**config.mk**
```make
export PLATFORM = sky130hd
export DESIGN_NAME = json_string_unescape_utf8_top
export DESIGN_NICKNAME = d
export VERILOG_FILES = /design/src/hw/rtl/jsu_pkg.sv /design/src/hw/rtl/jsu_front.sv /design/src/hw/rtl/jsu_queue.sv /design/src/hw/rtl/jsu_back.sv /design/src/hw/rtl/json_string_unescape_utf8_top.sv
export SDC_FILE = /design/constraint.sdc
export NUM_CORES = 1
export LEC_CHECK = 0
export BUFFER_PORTS_ARGS = -buffer_cell sky130_fd_sc_hd__clkbuf_2
export CAP_MARGIN = 20
export CORE_ASPECT_RATIO = 2
export CORE_MARGIN = 2
export CORE_UTILIZATION = 62
export DETAILED_ROUTE_END_ITERATION = 10
export GPL_TIMING_DRIVEN = 0
export PLACE_DENSITY_LB_ADDON = 0.2
export SLEW_MARGIN = 15
export SYNTH_ARGS = -nofsm -noshare
export SYNTH_HDL_FRONTEND = slang
export SYNTH_SLANG_ARGS = --single-unit
```
**constraint.sdc**
```tcl
create_clock -name clk_i -period 4.4 [get_ports clk_i]
set_input_delay 0.88 -clock clk_i [delete_from_list [all_inputs] [get_ports clk_i]]
set_output_delay 0.88 -clock clk_i [all_outputs]
set_load 0.03 [all_outputs]
```
**src/hw/rtl/jsu_pkg.sv**
```systemverilog
// ----------------------------------------------------------------------------
// jsu_pkg
// Shared types, character codes and helper functions for the JSON string
// unescaper with UTF-8 output.
// ----------------------------------------------------------------------------
`default_nettype none

package jsu_pkg;

  // Decoder modes, one-hot
  typedef enum logic [6:0] {
    ModeNormal  = 7'b0000001,
    ModeEsc     = 7'b0000010,
    ModeHex1    = 7'b0000100,
    ModeWantBsl = 7'b0001000,
    ModeWantU   = 7'b0010000,
    ModeHex2    = 7'b0100000,
    ModeSwallow = 7'b1000000
  } mode_e;

  // Error codes
  localparam logic [2:0] ErrNone      = 3'd0;
  localparam logic [2:0] ErrBadEsc    = 3'd1;
  localparam logic [2:0] ErrBadHex    = 3'd2;
  localparam logic [2:0] ErrNoLowSurr = 3'd3;
  localparam logic [2:0] ErrTrunc     = 3'd4;

  // Character codes
  localparam logic [7:0] ChBsl   = 8'h5C;  // backslash
  localparam logic [7:0] ChQuote = 8'h22;
  localparam logic [7:0] ChSlash = 8'h2F;
  localparam logic [7:0] ChB     = 8'h62;
  localparam logic [7:0] ChF     = 8'h66;
  localparam logic [7:0] ChN     = 8'h6E;
  localparam logic [7:0] ChR     = 8'h72;
  localparam logic [7:0] ChT     = 8'h74;
  localparam logic [7:0] ChU     = 8'h75;

  localparam logic [7:0] CtlBs  = 8'h08;
  localparam logic [7:0] CtlFf  = 8'h0C;
  localparam logic [7:0] CtlLf  = 8'h0A;
  localparam logic [7:0] CtlCr  = 8'h0D;
  localparam logic [7:0] CtlTab = 8'h09;

  localparam logic [5:0]  HighSurrTag = 6'b110110;   // D800..DBFF
  localparam logic [20:0] SuppBase    = 21'h10000;
  localparam logic [20:0] CpMax       = 21'h10FFFF;

  // Encoded code point: up to four bytes, count 1..4
  typedef struct packed {
    logic [3:0][7:0] bytes;
    logic [2:0]      cnt;
  } enc_t;

  // One queue record: the result beats caused by one input beat
  typedef struct packed {
    logic [3:0][7:0] bytes;
    logic [1:0]      n_m1;      // number of beats minus one
    logic            has_data;  // 0: single empty end-of-string beat
    logic            last;      // input beat closed the string
    logic [2:0]      err;       // error code, nonzero only when last
  } rec_t;

  // Queue status toward the front and back ends
  typedef struct packed {
    logic not_full;
    logic not_empty;
  } q_stat_t;

  // {valid, value} of an ASCII hex digit
  function automatic logic [4:0] hex_value(logic [7:0] c);
    logic [4:0] r;
    r = '0;
    if (c >= 8'h30 && c <= 8'h39) begin
      r = {1'b1, 4'(c - 8'h30)};
    end else if (c >= 8'h61 && c <= 8'h66) begin
      r = {1'b1, 4'(c - 8'h57)};
    end else if (c >= 8'h41 && c <= 8'h46) begin
      r = {1'b1, 4'(c - 8'h37)};
    end
    return r;
  endfunction

  function automatic enc_t utf8_encode(logic [20:0] cp_in);
    enc_t       r;
    logic [20:0] cp;
    r  = '0;
    cp = (cp_in > CpMax) ? CpMax : cp_in;
    if (cp <= 21'h7F) begin
      r.bytes[0] = cp[7:0];
      r.cnt      = 3'd1;
    end else if (cp <= 21'h7FF) begin
      r.bytes[0] = {3'b110, cp[10:6]};
      r.bytes[1] = {2'b10, cp[5:0]};
      r.cnt      = 3'd2;
    end else if (cp <= 21'hFFFF) begin
      r.bytes[0] = {4'b1110, cp[15:12]};
      r.bytes[1] = {2'b10, cp[11:6]};
      r.bytes[2] = {2'b10, cp[5:0]};
      r.cnt      = 3'd3;
    end else begin
      r.bytes[0] = {5'b11110, cp[20:18]};
      r.bytes[1] = {2'b10, cp[17:12]};
      r.bytes[2] = {2'b10, cp[11:6]};
      r.bytes[3] = {2'b10, cp[5:0]};
      r.cnt      = 3'd4;
    end
    return r;
  endfunction

endpackage

`default_nettype wire

```
**src/hw/rtl/jsu_front.sv**
```systemverilog
// ----------------------------------------------------------------------------
// jsu_front
// Escape decoder: takes one input beat per cycle while the queue has room,
// tracks escape state and pushes one record per beat with bytes or string end.
// ----------------------------------------------------------------------------
`default_nettype none

module jsu_front import jsu_pkg::*; (
  input  wire logic       clk_i,
  input  wire logic       rst_ni,
  input  wire logic [7:0] in_byte_i,
  input  wire logic       in_last_i,
  input  wire logic       in_valid_i,
  output logic            in_ready_o,
  input  wire q_stat_t    q_stat_i,
  output logic            push_o,
  output rec_t            push_rec_o
);

  mode_e       mode_q, mode_d;
  logic [1:0]  digits_q, digits_d;
  logic [15:0] acc_q, acc_d;
  logic [9:0]  hs_q, hs_d;
  logic [2:0]  err_q, err_d;

  logic        accept;
  logic [4:0]  hv;
  logic [15:0] acc_new;
  enc_t        enc;
  logic [2:0]  err_out;

  assign in_ready_o = q_stat_i.not_full;
  assign accept     = in_valid_i && in_ready_o;
  assign hv         = hex_value(in_byte_i);
  assign acc_new    = {acc_q[11:0], hv[3:0]};

  always_comb begin
    mode_d   = mode_q;
    digits_d = digits_q;
    acc_d    = acc_q;
    hs_d     = hs_q;
    err_d    = err_q;
    enc      = '0;
    err_out  = ErrNone;

    unique case (mode_q) inside
      ModeNormal: begin
        if (in_byte_i == ChBsl) begin
          mode_d = ModeEsc;
        end else begin
          enc.bytes[0] = in_byte_i;
          enc.cnt      = 3'd1;
        end
      end
      ModeEsc: begin
        mode_d  = ModeNormal;
        enc.cnt = 3'd1;
        unique case (in_byte_i) inside
          ChQuote, ChSlash, ChBsl: enc.bytes[0] = in_byte_i;
          ChB: enc.bytes[0] = CtlBs;
          ChF: enc.bytes[0] = CtlFf;
          ChN: enc.bytes[0] = CtlLf;
          ChR: enc.bytes[0] = CtlCr;
          ChT: enc.bytes[0] = CtlTab;
          ChU: begin
            enc.cnt  = 3'd0;
            mode_d   = ModeHex1;
            digits_d = 2'd0;
            acc_d    = '0;
          end
          default: begin
            enc.cnt = 3'd0;
            err_d   = ErrBadEsc;
            mode_d  = ModeSwallow;
          end
        endcase
      end
      ModeHex1, ModeHex2: begin
        if (!hv[4]) begin
          err_d  = ErrBadHex;
          mode_d = ModeSwallow;
        end else begin
          acc_d = acc_new;
          if (digits_q != 2'd3) begin
            digits_d = digits_q + 2'd1;
          end else begin
            digits_d = 2'd0;
            if (mode_q == ModeHex2) begin
              enc    = utf8_encode(SuppBase + {1'b0, hs_q, acc_new[9:0]});
              mode_d = ModeNormal;
            end else if (acc_new[15:10] == HighSurrTag) begin
              hs_d   = acc_new[9:0];
              mode_d = ModeWantBsl;
            end else begin
              enc    = utf8_encode({5'd0, acc_new});
              mode_d = ModeNormal;
            end
          end
        end
      end
      ModeWantBsl: begin
        if (in_byte_i == ChBsl) begin
          mode_d = ModeWantU;
        end else begin
          err_d  = ErrNoLowSurr;
          mode_d = ModeSwallow;
        end
      end
      ModeWantU: begin
        if (in_byte_i == ChU) begin
          mode_d   = ModeHex2;
          digits_d = 2'd0;
          acc_d    = '0;
        end else begin
          err_d  = ErrNoLowSurr;
          mode_d = ModeSwallow;
        end
      end
      ModeSwallow: begin
      end
      default: begin
        mode_d = ModeNormal;
      end
    endcase

    // end of string: report and return to reset state
    if (in_last_i) begin
      err_out = err_d;
      if (mode_d != ModeNormal && mode_d != ModeSwallow && err_d == ErrNone) begin
        err_out = ErrTrunc;
      end
      mode_d   = ModeNormal;
      digits_d = '0;
      acc_d    = '0;
      hs_d     = '0;
      err_d    = ErrNone;
    end
  end

  assign push_o              = accept && (enc.cnt != 3'd0 || in_last_i);
  assign push_rec_o.bytes    = enc.bytes;
  assign push_rec_o.n_m1     = (enc.cnt == 3'd0) ? 2'd0 : 2'(enc.cnt - 3'd1);
  assign push_rec_o.has_data = (enc.cnt != 3'd0);
  assign push_rec_o.last     = in_last_i;
  assign push_rec_o.err      = err_out;

  always_ff @(posedge clk_i or negedge rst_ni) begin
    if (!rst_ni) begin
      mode_q   <= ModeNormal;
      digits_q <= '0;
      acc_q    <= '0;
      hs_q     <= '0;
      err_q    <= ErrNone;
    end else if (accept) begin
      mode_q   <= mode_d;
      digits_q <= digits_d;
      acc_q    <= acc_d;
      hs_q     <= hs_d;
      err_q    <= err_d;
    end
  end

  // sticky error only lives while swallowing
  assert property (@(posedge clk_i) disable iff (!rst_ni)
    (err_q != ErrNone) |-> (mode_q == ModeSwallow))
    else $error("jsu_front: error recorded outside swallow mode");

endmodule

`default_nettype wire

```
**src/hw/rtl/jsu_queue.sv**
```systemverilog
// ----------------------------------------------------------------------------
// jsu_queue
// Small FIFO of decoded records between the decoder and the serializer.
// ----------------------------------------------------------------------------
`default_nettype none

module jsu_queue import jsu_pkg::*; #(
  parameter int unsigned Depth = 4   // power of two, 2 or more
) (
  input  wire logic clk_i,
  input  wire logic rst_ni,
  input  wire logic push_i,
  input  wire rec_t push_rec_i,
  input  wire logic pop_i,
  output rec_t      head_o,
  output q_stat_t   stat_o
);

  localparam int unsigned PtrW = $clog2(Depth);
  localparam int unsigned CntW = $clog2(Depth + 1);

  rec_t            mem_q [Depth];
  logic [PtrW-1:0] wr_ptr_q, rd_ptr_q;
  logic [CntW-1:0] count_q;

  assign stat_o.not_full  = (count_q != CntW'(Depth));
  assign stat_o.not_empty = (count_q != '0);
  assign head_o           = mem_q[rd_ptr_q];

  always_ff @(posedge clk_i) begin
    if (push_i) begin
      mem_q[wr_ptr_q] <= push_rec_i;
    end
  end

  always_ff @(posedge clk_i or negedge rst_ni) begin
    if (!rst_ni) begin
      wr_ptr_q <= '0;
      rd_ptr_q <= '0;
      count_q  <= '0;
    end else begin
      if (push_i) begin
        wr_ptr_q <= wr_ptr_q + PtrW'(1);
      end
      if (pop_i) begin
        rd_ptr_q <= rd_ptr_q + PtrW'(1);
      end
      if (push_i && !pop_i) begin
        count_q <= count_q + CntW'(1);
      end else if (pop_i && !push_i) begin
        count_q <= count_q - CntW'(1);
      end
    end
  end

  assert property (@(posedge clk_i) disable iff (!rst_ni)
    count_q <= CntW'(Depth))
    else $error("jsu_queue: count above depth");

  assert property (@(posedge clk_i) disable iff (!rst_ni)
    push_i |-> stat_o.not_full)
    else $error("jsu_queue: push while full");

  assert property (@(posedge clk_i) disable iff (!rst_ni)
    pop_i |-> stat_o.not_empty)
    else $error("jsu_queue: pop while empty");

endmodule

`default_nettype wire

```
**src/hw/rtl/jsu_back.sv**
```systemverilog
// ----------------------------------------------------------------------------
// jsu_back
// Serializer: holds one record in the output register and sends its bytes
// one beat per cycle while out_ready_i is high.
// ----------------------------------------------------------------------------
`default_nettype none

module jsu_back import jsu_pkg::*; (
  input  wire logic    clk_i,
  input  wire logic    rst_ni,
  input  wire rec_t    head_i,
  input  wire q_stat_t q_stat_i,
  output logic         pop_o,
  output logic [7:0]   out_byte_o,
  output logic         byte_valid_o,
  output logic         run_last_o,
  output logic         string_end_o,
  output logic [2:0]   error_code_o,
  output logic         out_valid_o,
  input  wire logic    out_ready_i
);

  rec_t       cur_q;
  logic       valid_q;
  logic [1:0] idx_q;
  logic       fire, final_beat;

  assign fire       = valid_q && out_ready_i;
  assign final_beat = (idx_q == cur_q.n_m1);
  assign pop_o      = q_stat_i.not_empty && (!valid_q || (fire && final_beat));

  assign out_valid_o  = valid_q;
  assign out_byte_o   = cur_q.has_data ? cur_q.bytes[idx_q] : 8'h00;
  assign byte_valid_o = cur_q.has_data;
  assign run_last_o   = final_beat;
  assign string_end_o = final_beat && cur_q.last;
  assign error_code_o = string_end_o ? cur_q.err : ErrNone;

  always_ff @(posedge clk_i) begin
    if (pop_o) begin
      cur_q <= head_i;
    end
  end

  always_ff @(posedge clk_i or negedge rst_ni) begin
    if (!rst_ni) begin
      valid_q <= 1'b0;
      idx_q   <= '0;
    end else if (pop_o) begin
      valid_q <= 1'b1;
      idx_q   <= '0;
    end else if (fire) begin
      if (final_beat) begin
        valid_q <= 1'b0;
      end else begin
        idx_q <= idx_q + 2'd1;
      end
    end
  end

  assert property (@(posedge clk_i) disable iff (!rst_ni)
    valid_q |-> (idx_q <= cur_q.n_m1))
    else $error("jsu_back: beat index beyond record");

  assert property (@(posedge clk_i) disable iff (!rst_ni)
    (valid_q && !cur_q.has_data) |-> (cur_q.last && cur_q.n_m1 == 2'd0))
    else $error("jsu_back: empty record that does not end a string");

  assert property (@(posedge clk_i) disable iff (!rst_ni)
    (valid_q && error_code_o != ErrNone) |-> string_end_o)
    else $error("jsu_back: error code on a non-final beat");

endmodule

`default_nettype wire

```
**src/hw/rtl/json_string_unescape_utf8_top.sv**
```systemverilog
// ----------------------------------------------------------------------------
// json_string_unescape_utf8_top
// JSON string body unescaper: expands backslash escapes and \uXXXX
// sequences (with surrogate pairs) into UTF-8 bytes.
// ----------------------------------------------------------------------------
//
//  channel | direction | handshake                | payload
//  --------+-----------+--------------------------+-------------------------------
//  in      | input     | in_valid_i / in_ready_o  | in_byte_i, in_last_i
//  out     | output    | out_valid_o / out_ready_i| out_byte_o, byte_valid_o,
//          |           |                          | run_last_o, string_end_o,
//          |           |                          | error_code_o
//
//  - Decoder takes one input beat per cycle while the record queue has room;
//    state update and UTF-8 encoding happen in that same cycle.
//  - Each input beat turns into at most one queue record of 1..4 result
//    beats; the serializer sends one beat per cycle while out_ready_i is
//    high, one beat per result byte. Sustained input rate is one beat per
//    cycle as long as the output keeps up on average.
//  - Queue is QueueDepth records deep; when it fills, in_ready_o drops.
//  - rst_ni is asynchronous, active low; it clears the decoder state, the
//    queue pointers and the output register's valid flag. No clearing pass.
// ----------------------------------------------------------------------------
`default_nettype none

module json_string_unescape_utf8_top import jsu_pkg::*; #(
  parameter int unsigned QueueDepth = 4
) (
  input  wire logic       clk_i,
  input  wire logic       rst_ni,
  // input beat
  input  wire logic [7:0] in_byte_i,
  input  wire logic       in_last_i,
  input  wire logic       in_valid_i,
  output logic            in_ready_o,
  // output beat
  output logic [7:0]      out_byte_o,
  output logic            byte_valid_o,
  output logic            run_last_o,
  output logic            string_end_o,
  output logic [2:0]      error_code_o,
  output logic            out_valid_o,
  input  wire logic       out_ready_i
);

  q_stat_t q_stat;
  logic    push, pop;
  rec_t    push_rec, head_rec;

  // Front: escape state machine and UTF-8 encoder
  jsu_front u_front (
    .clk_i      (clk_i),
    .rst_ni     (rst_ni),
    .in_byte_i  (in_byte_i),
    .in_last_i  (in_last_i),
    .in_valid_i (in_valid_i),
    .in_ready_o (in_ready_o),
    .q_stat_i   (q_stat),
    .push_o     (push),
    .push_rec_o (push_rec)
  );

  // Record queue decouples decode from byte-by-byte output
  jsu_queue #(
    .Depth (QueueDepth)
  ) u_queue (
    .clk_i      (clk_i),
    .rst_ni     (rst_ni),
    .push_i     (push),
    .push_rec_i (push_rec),
    .pop_i      (pop),
    .head_o     (head_rec),
    .stat_o     (q_stat)
  );

  // Back: output register and beat serializer
  jsu_back u_back (
    .clk_i        (clk_i),
    .rst_ni       (rst_ni),
    .head_i       (head_rec),
    .q_stat_i     (q_stat),
    .pop_o        (pop),
    .out_byte_o   (out_byte_o),
    .byte_valid_o (byte_valid_o),
    .run_last_o   (run_last_o),
    .string_end_o (string_end_o),
    .error_code_o (error_code_o),
    .out_valid_o  (out_valid_o),
    .out_ready_i  (out_ready_i)
  );

  // end of string is always the last beat of its run
  assert property (@(posedge clk_i) disable iff (!rst_ni)
    (out_valid_o && string_end_o) |-> run_last_o)
    else $error("top: string end without run last");

  // accepted input never pushes into a full queue
  assert property (@(posedge clk_i) disable iff (!rst_ni)
    (in_valid_i && in_ready_o) |-> q_stat.not_full)
    else $error("top: input accepted with queue full");

endmodule

`default_nettype wire

```
==> flow_results.xml <==
<?xml version="1.0" encoding="UTF-8"?>
<metrics>
  <group name="final_layout">
    <metric name="num-nets-final" unit="">829</metric>
    <metric name="finalInstanceArea" unit="sq um">11500</metric>
    <metric name="drive_above_1_share" unit="%">16.0</metric>
    <metric name="synthToLayoutAreaGrowth" unit="%">11.3</metric>
    <metric name="layout.cells.most_common_list" unit="">edfxtp_1, nand2_1, nor2_1</metric>
    <metric name="filler_cell_count" unit="">1048</metric>
    <metric name="mostFrequentLayoutCell" unit="">edfxtp_1</metric>
    <metric name="antennaDiodeCount" unit="">0</metric>
  </group>
  <group name="die">
    <metric name="placementRows" unit="">66</metric>
    <metric name="io_pins" unit="">29</metric>
    <metric name="dieHeight" unit="um">187</metric>
    <metric name="chip_width" unit="um">95.4</metric>
    <metric name="initial_standard_cell_utilization_of_the_core" unit="%">63.6</metric>
    <metric name="design.die.area" unit="sq um">17800</metric>
    <metric name="design.core.area" unit="sq um">16300</metric>
  </group>
  <group name="worst_setup_path">
    <metric name="timing.critical_path.from" unit="">u_front.hs_q[6]$_DFFE_PN0P_</metric>
    <metric name="cp_slowest_stage_delay" unit="ps">640</metric>
    <metric name="critical_path.cell_chain" unit="">ha_1 &gt; and3b_1 &gt; o21ai_1 &gt; o2111ai_1 &gt; o211ai_1 &gt; nor3_1 &gt; nor2_2 &gt; ha_1 &gt; inv_1 &gt; fa_1 &gt; xor2_1 &gt; nor2_1 &gt; xor2_1</metric>
    <metric name="rr_startpoint" unit="">u_front.hs_q[6]$_DFFE_PN0P_</metric>
    <metric name="timing.critical_path.buf_inv" unit="">1</metric>
    <metric name="crit_path_leading_delay_family" unit="">compound AO/OA/AOI/OAI gates</metric>
    <metric name="critPathSlowestCell" unit="">o2111ai_1</metric>
    <metric name="setup.worst_path.end_class" unit="">flip-flop</metric>
    <metric name="cp-start-kind" unit="">flip-flop</metric>
    <metric name="cp_max_fo" unit="">8</metric>
    <metric name="cp.arrival" unit="ps">4580</metric>
    <metric name="timing.setup.critical_path_class" unit="">flip-flop to flip-flop</metric>
    <metric name="crit_required" unit="ps">4790</metric>
  </group>
  <group name="power_and_ir_drop">
    <metric name="pwr_density_cell" unit="nW/um^2">573</metric>
    <metric name="power_frac_comb" unit="%">27.7</metric>
    <metric name="switching_power" unit="W">0.00197</metric>
    <metric name="seqPwrFrac" unit="%">46.1</metric>
    <metric name="vdd_ir_drop_max" unit="mV">0.325</metric>
    <metric name="clock_power_share" unit="%">26.2</metric>
    <metric name="sw_share" unit="%">29.9</metric>
    <metric name="cell_internal_pwr" unit="W">0.00463</metric>
    <metric name="total_leakage_power" unit="nW">4.02</metric>
    <metric name="total_power" unit="W">0.00661</metric>
  </group>
  <group name="clock_tree">
    <metric name="numCtsBuffers" unit="">19</metric>
    <metric name="cts_num_sinks" unit="">224</metric>
    <metric name="cts_tree" unit="">done</metric>
    <metric name="post_cts_buffers" unit="">0</metric>
    <metric name="cts.htree.levels" unit="">1</metric>
    <metric name="clkLatencyLatePin" unit="ps">490</metric>
    <metric name="cts_hold_buf" unit="">0</metric>
    <metric name="number_of_gates_resized_after_cts" unit="">0</metric>
    <metric name="clock_tree.root_cell" unit="">clkbuf_16</metric>
    <metric name="cts-root-to-sink-buffers" unit="">3</metric>
    <metric name="clock_transition_time_at_the_flip_flop_clock_pins_of_the_worst_setup_and_hold_paths" unit="ps">70</metric>
  </group>
  <group name="timing">
    <metric name="finalMaxSlewViolations" unit="">0</metric>
    <metric name="grt_setup_unrepaired" unit="">no</metric>
    <metric name="period_needed" unit="ps">4190</metric>
    <metric name="finalSetupViolCount" unit="">0</metric>
    <metric name="fin_setup_tns" unit="ps">0</metric>
    <metric name="max_slew_margin_vs_limit" unit="%">30.0</metric>
    <metric name="skew_final" unit="ps">17.2</metric>
    <metric name="min_period_over_period" unit="%">95.1</metric>
    <metric name="maxClockFrequency" unit="GHz">0.239</metric>
    <metric name="hold_viol_final" unit="">0</metric>
    <metric name="worst-slew-pin-transition" unit="ps">1050</metric>
  </group>
  <group name="route">
    <metric name="detailedRoute.firstPassIterationCount" unit="">8</metric>
    <metric name="route.met3.wl" unit="um">1100</metric>
    <metric name="average_wire_per_cell_in_the_routed_design" unit="um">26.1</metric>
    <metric name="via_cell_ratio" unit="">6.68</metric>
    <metric name="sum_of_met2_wire_segment_lengths_after_detailed_routing" unit="um">14400</metric>
    <metric name="antenna_violating_nets_post_route" unit="">0</metric>
    <metric name="wl" unit="um">26600</metric>
    <metric name="topRoutingLayerUsed" unit="">met4</metric>
    <metric name="detailroute.via_count" unit="">6805</metric>
    <metric name="number_of_remaining_drc_errors" unit="">0</metric>
    <metric name="drt-initial-drc-count" unit="">598</metric>
    <metric name="detailed_route_wire_length_on_metal_1" unit="um">9370</metric>
  </group>
  <group name="synthesis">
    <metric name="number_of_different_library_cells_in_the_post_synthesis_netlist" unit="">75</metric>
    <metric name="ys_seq_area_share" unit="%">62.9</metric>
    <metric name="yosys.area.top_type" unit="">edfxtp_1</metric>
    <metric name="mappedNetlistNets" unit="">775</metric>
    <metric name="synth-edff-count" unit="">180</metric>
    <metric name="compound_cell_area_share_of_the_yosys_netlist" unit="%">10.4</metric>
    <metric name="netlist_instances" unit="">749</metric>
    <metric name="synth_warn" unit="">0</metric>
    <metric name="synth_area" unit="sq um">10400</metric>
    <metric name="postSynthRegisterBits" unit="">224</metric>
    <metric name="yosys.area_share.xor_xnor" unit="%">0.931</metric>
    <metric name="synth_top_family_by_area" unit="">simple AND/OR/NAND/NOR gates</metric>
    <metric name="yosys-mux-area-fraction" unit="%">10.2</metric>
    <metric name="adder_cell_share_of_the_synthesized_area" unit="%">1.64</metric>
    <metric name="per_instance_average_area_after_synthesis" unit="sq um">13.8</metric>
    <metric name="post_synth_and_or_nand_nor_area_fraction" unit="%">12.1</metric>
    <metric name="synth.top_cells.by_area" unit="">edfxtp_1, dfrtp_1, mux4_2, nand2_1, o21ai_0</metric>
    <metric name="synth_top_area_share" unit="%">52.2</metric>
    <metric name="synth_async_sr_flop_share" unit="%">19.6</metric>
    <metric name="synth-main-ff-cell" unit="">edfxtp_1</metric>
  </group>
  <group name="placement">
    <metric name="placed_cell_area" unit="sq um">10900</metric>
    <metric name="place.port_buffers" unit="">28</metric>
    <metric name="gpl.final_weighted_congestion" unit="">0.952</metric>
    <metric name="dp.final_hpwl" unit="um">18600</metric>
  </group>
  <group name="grt">
    <metric name="first_global_vias" unit="">7052</metric>
    <metric name="grt_usage" unit="%">31.2</metric>
    <metric name="antenna_found_initial" unit="">0</metric>
    <metric name="grt_remaining_overflow" unit="">0</metric>
    <metric name="grt_start_max_net_pins" unit="">45</metric>
    <metric name="global_route_wire_length_before_repair" unit="um">40900</metric>
  </group>
  <group name="status">
    <metric name="outcome" unit="">complete, no violations</metric>
  </group>
  <group name="worst_hold_path">
    <metric name="hold_path.class" unit="">input pin to async pin</metric>
  </group>
  <group name="flow_run">
    <metric name="max-cap-violations" unit="">0</metric>
  </group>
</metrics>
[Yosys cell counts (4+ instances only)]
cell and instances:
a211oi_1 7, a21o_1 7, a21oi_1 32, a22o_1 10, and2_1 22, and3_1 9
buf_1 7, clkbuf_1 21, dfrtp_1 43, edfxtp_1 180, ha_1 12, inv_1 17
mux2i_1 6, mux4_2 43, nand2_1 78, nand2b_1 11, nand3_1 13, nand4_1 5
nor2_1 44, nor2b_1 5, nor3_1 19, nor3b_1 5, nor4_1 7, o211ai_1 6
o21a_1 4, o21ai_0 36, o22ai_1 8, o31ai_1 10, xnor2_1 5, xor2_1 6
[logic make-up after synthesis]
family	Yosys count
mux	51
buf+inv	48
compound gates	158
flops	224
xor+xnor	11
simple gates	244
fa+ha+maj	13
[power by group through the flow]
| stage | sequential (W) | combinational (W) | clock (W) |
|---|---|---|---|
| 6_report | 0.00305 | 0.00183 | 0.00173 |
| 4_1_cts | 0.00305 | 0.00186 | 0.00175 |
| 3_5_place_dp | 0.00308 | 0.00182 | 0 |
| 2_1_floorplan | 0.00302 | 0.00126 | 0 |
| 5_1_grt | 0.00308 | 0.00198 | 0.00183 |
| 3_3_place_gp | 0.00306 | 0.00166 | 0 |
[metal layers]
layer  global-route usage [%]  up-vias
met5                        0        -
met4                     16.6        0
met3                     3.07       81
met2                     54.5      283
met1                     37.0     3411
li1                         -     3030
[stage by stage]
step                      cells  worst slack (ps)  utilization [%]  hold WS, ps
after floorplan             749               529                -          454
after global placement      981              -705             66.1          472
after detailed placement    986              -183             66.8          479
after CTS                  1019               309             70.8          489
after global routing       1019              64.0             70.8          524
final                      1019               214             70.8          473
[layout make-up]
cell class / count / area, sq um / share of cell area (%)
timing repair buffer: 33 / 250 / 2.17
buffer: 31 / 126 / 1.10
sequential: 224 / 6510 / 56.5
inverter: 17 / 63.8 / 0.554
tap: 204 / 255 / 2.22
clock inverter: 7 / 118 / 1.02
clock buffer: 26 / 522 / 4.53
multi-input combinational: 477 / 3680 / 31.9
[state kept, by name, indices dropped and copies added, names as in the netlist]
signal               count
u_front.mode_q           7
u_back.byte_valid_o      1
u_queue.rd_ptr_q         2
u_back.out_valid_o       1
u_front.digits_q         2
u_back.cur_q            35
u_queue.mem_q          144
u_back.idx_q             2
u_front.hs_q            10
u_queue.wr_ptr_q         2
u_front.err_q            3
u_front.acc_q           12
u_queue.count_q          3
[final timing paths]
check                                             endpoint  slack (ps)  cells after the start
hold reg to reg            u_front.digits_q[1]$_DFFE_PN0P_         500                      2
min in group clk_i         u_front.digits_q[1]$_DFFE_PN0P_         500                      2
max in group asynchronous  u_queue.wr_ptr_q[1]$_DFFE_PN0P_        3440                      1
setup reg to reg            u_queue.count_q[2]$_DFFE_PN0P_         210                     13
setup / recovery            u_queue.count_q[2]$_DFFE_PN0P_         210                     13
hold / removal             u_queue.rd_ptr_q[1]$_DFFE_PN0P_         470                      1
[worst reg2reg max path, delay by kind of cell (launching register included)]
kind	cells	cell delay [ps]
compound gates	3	1590
xor+xnor	2	350
fa+ha+maj	3	950
buf+inv	1	70
flops	1	460
simple gates	4	670
Power figures use the tool's default switching activity.
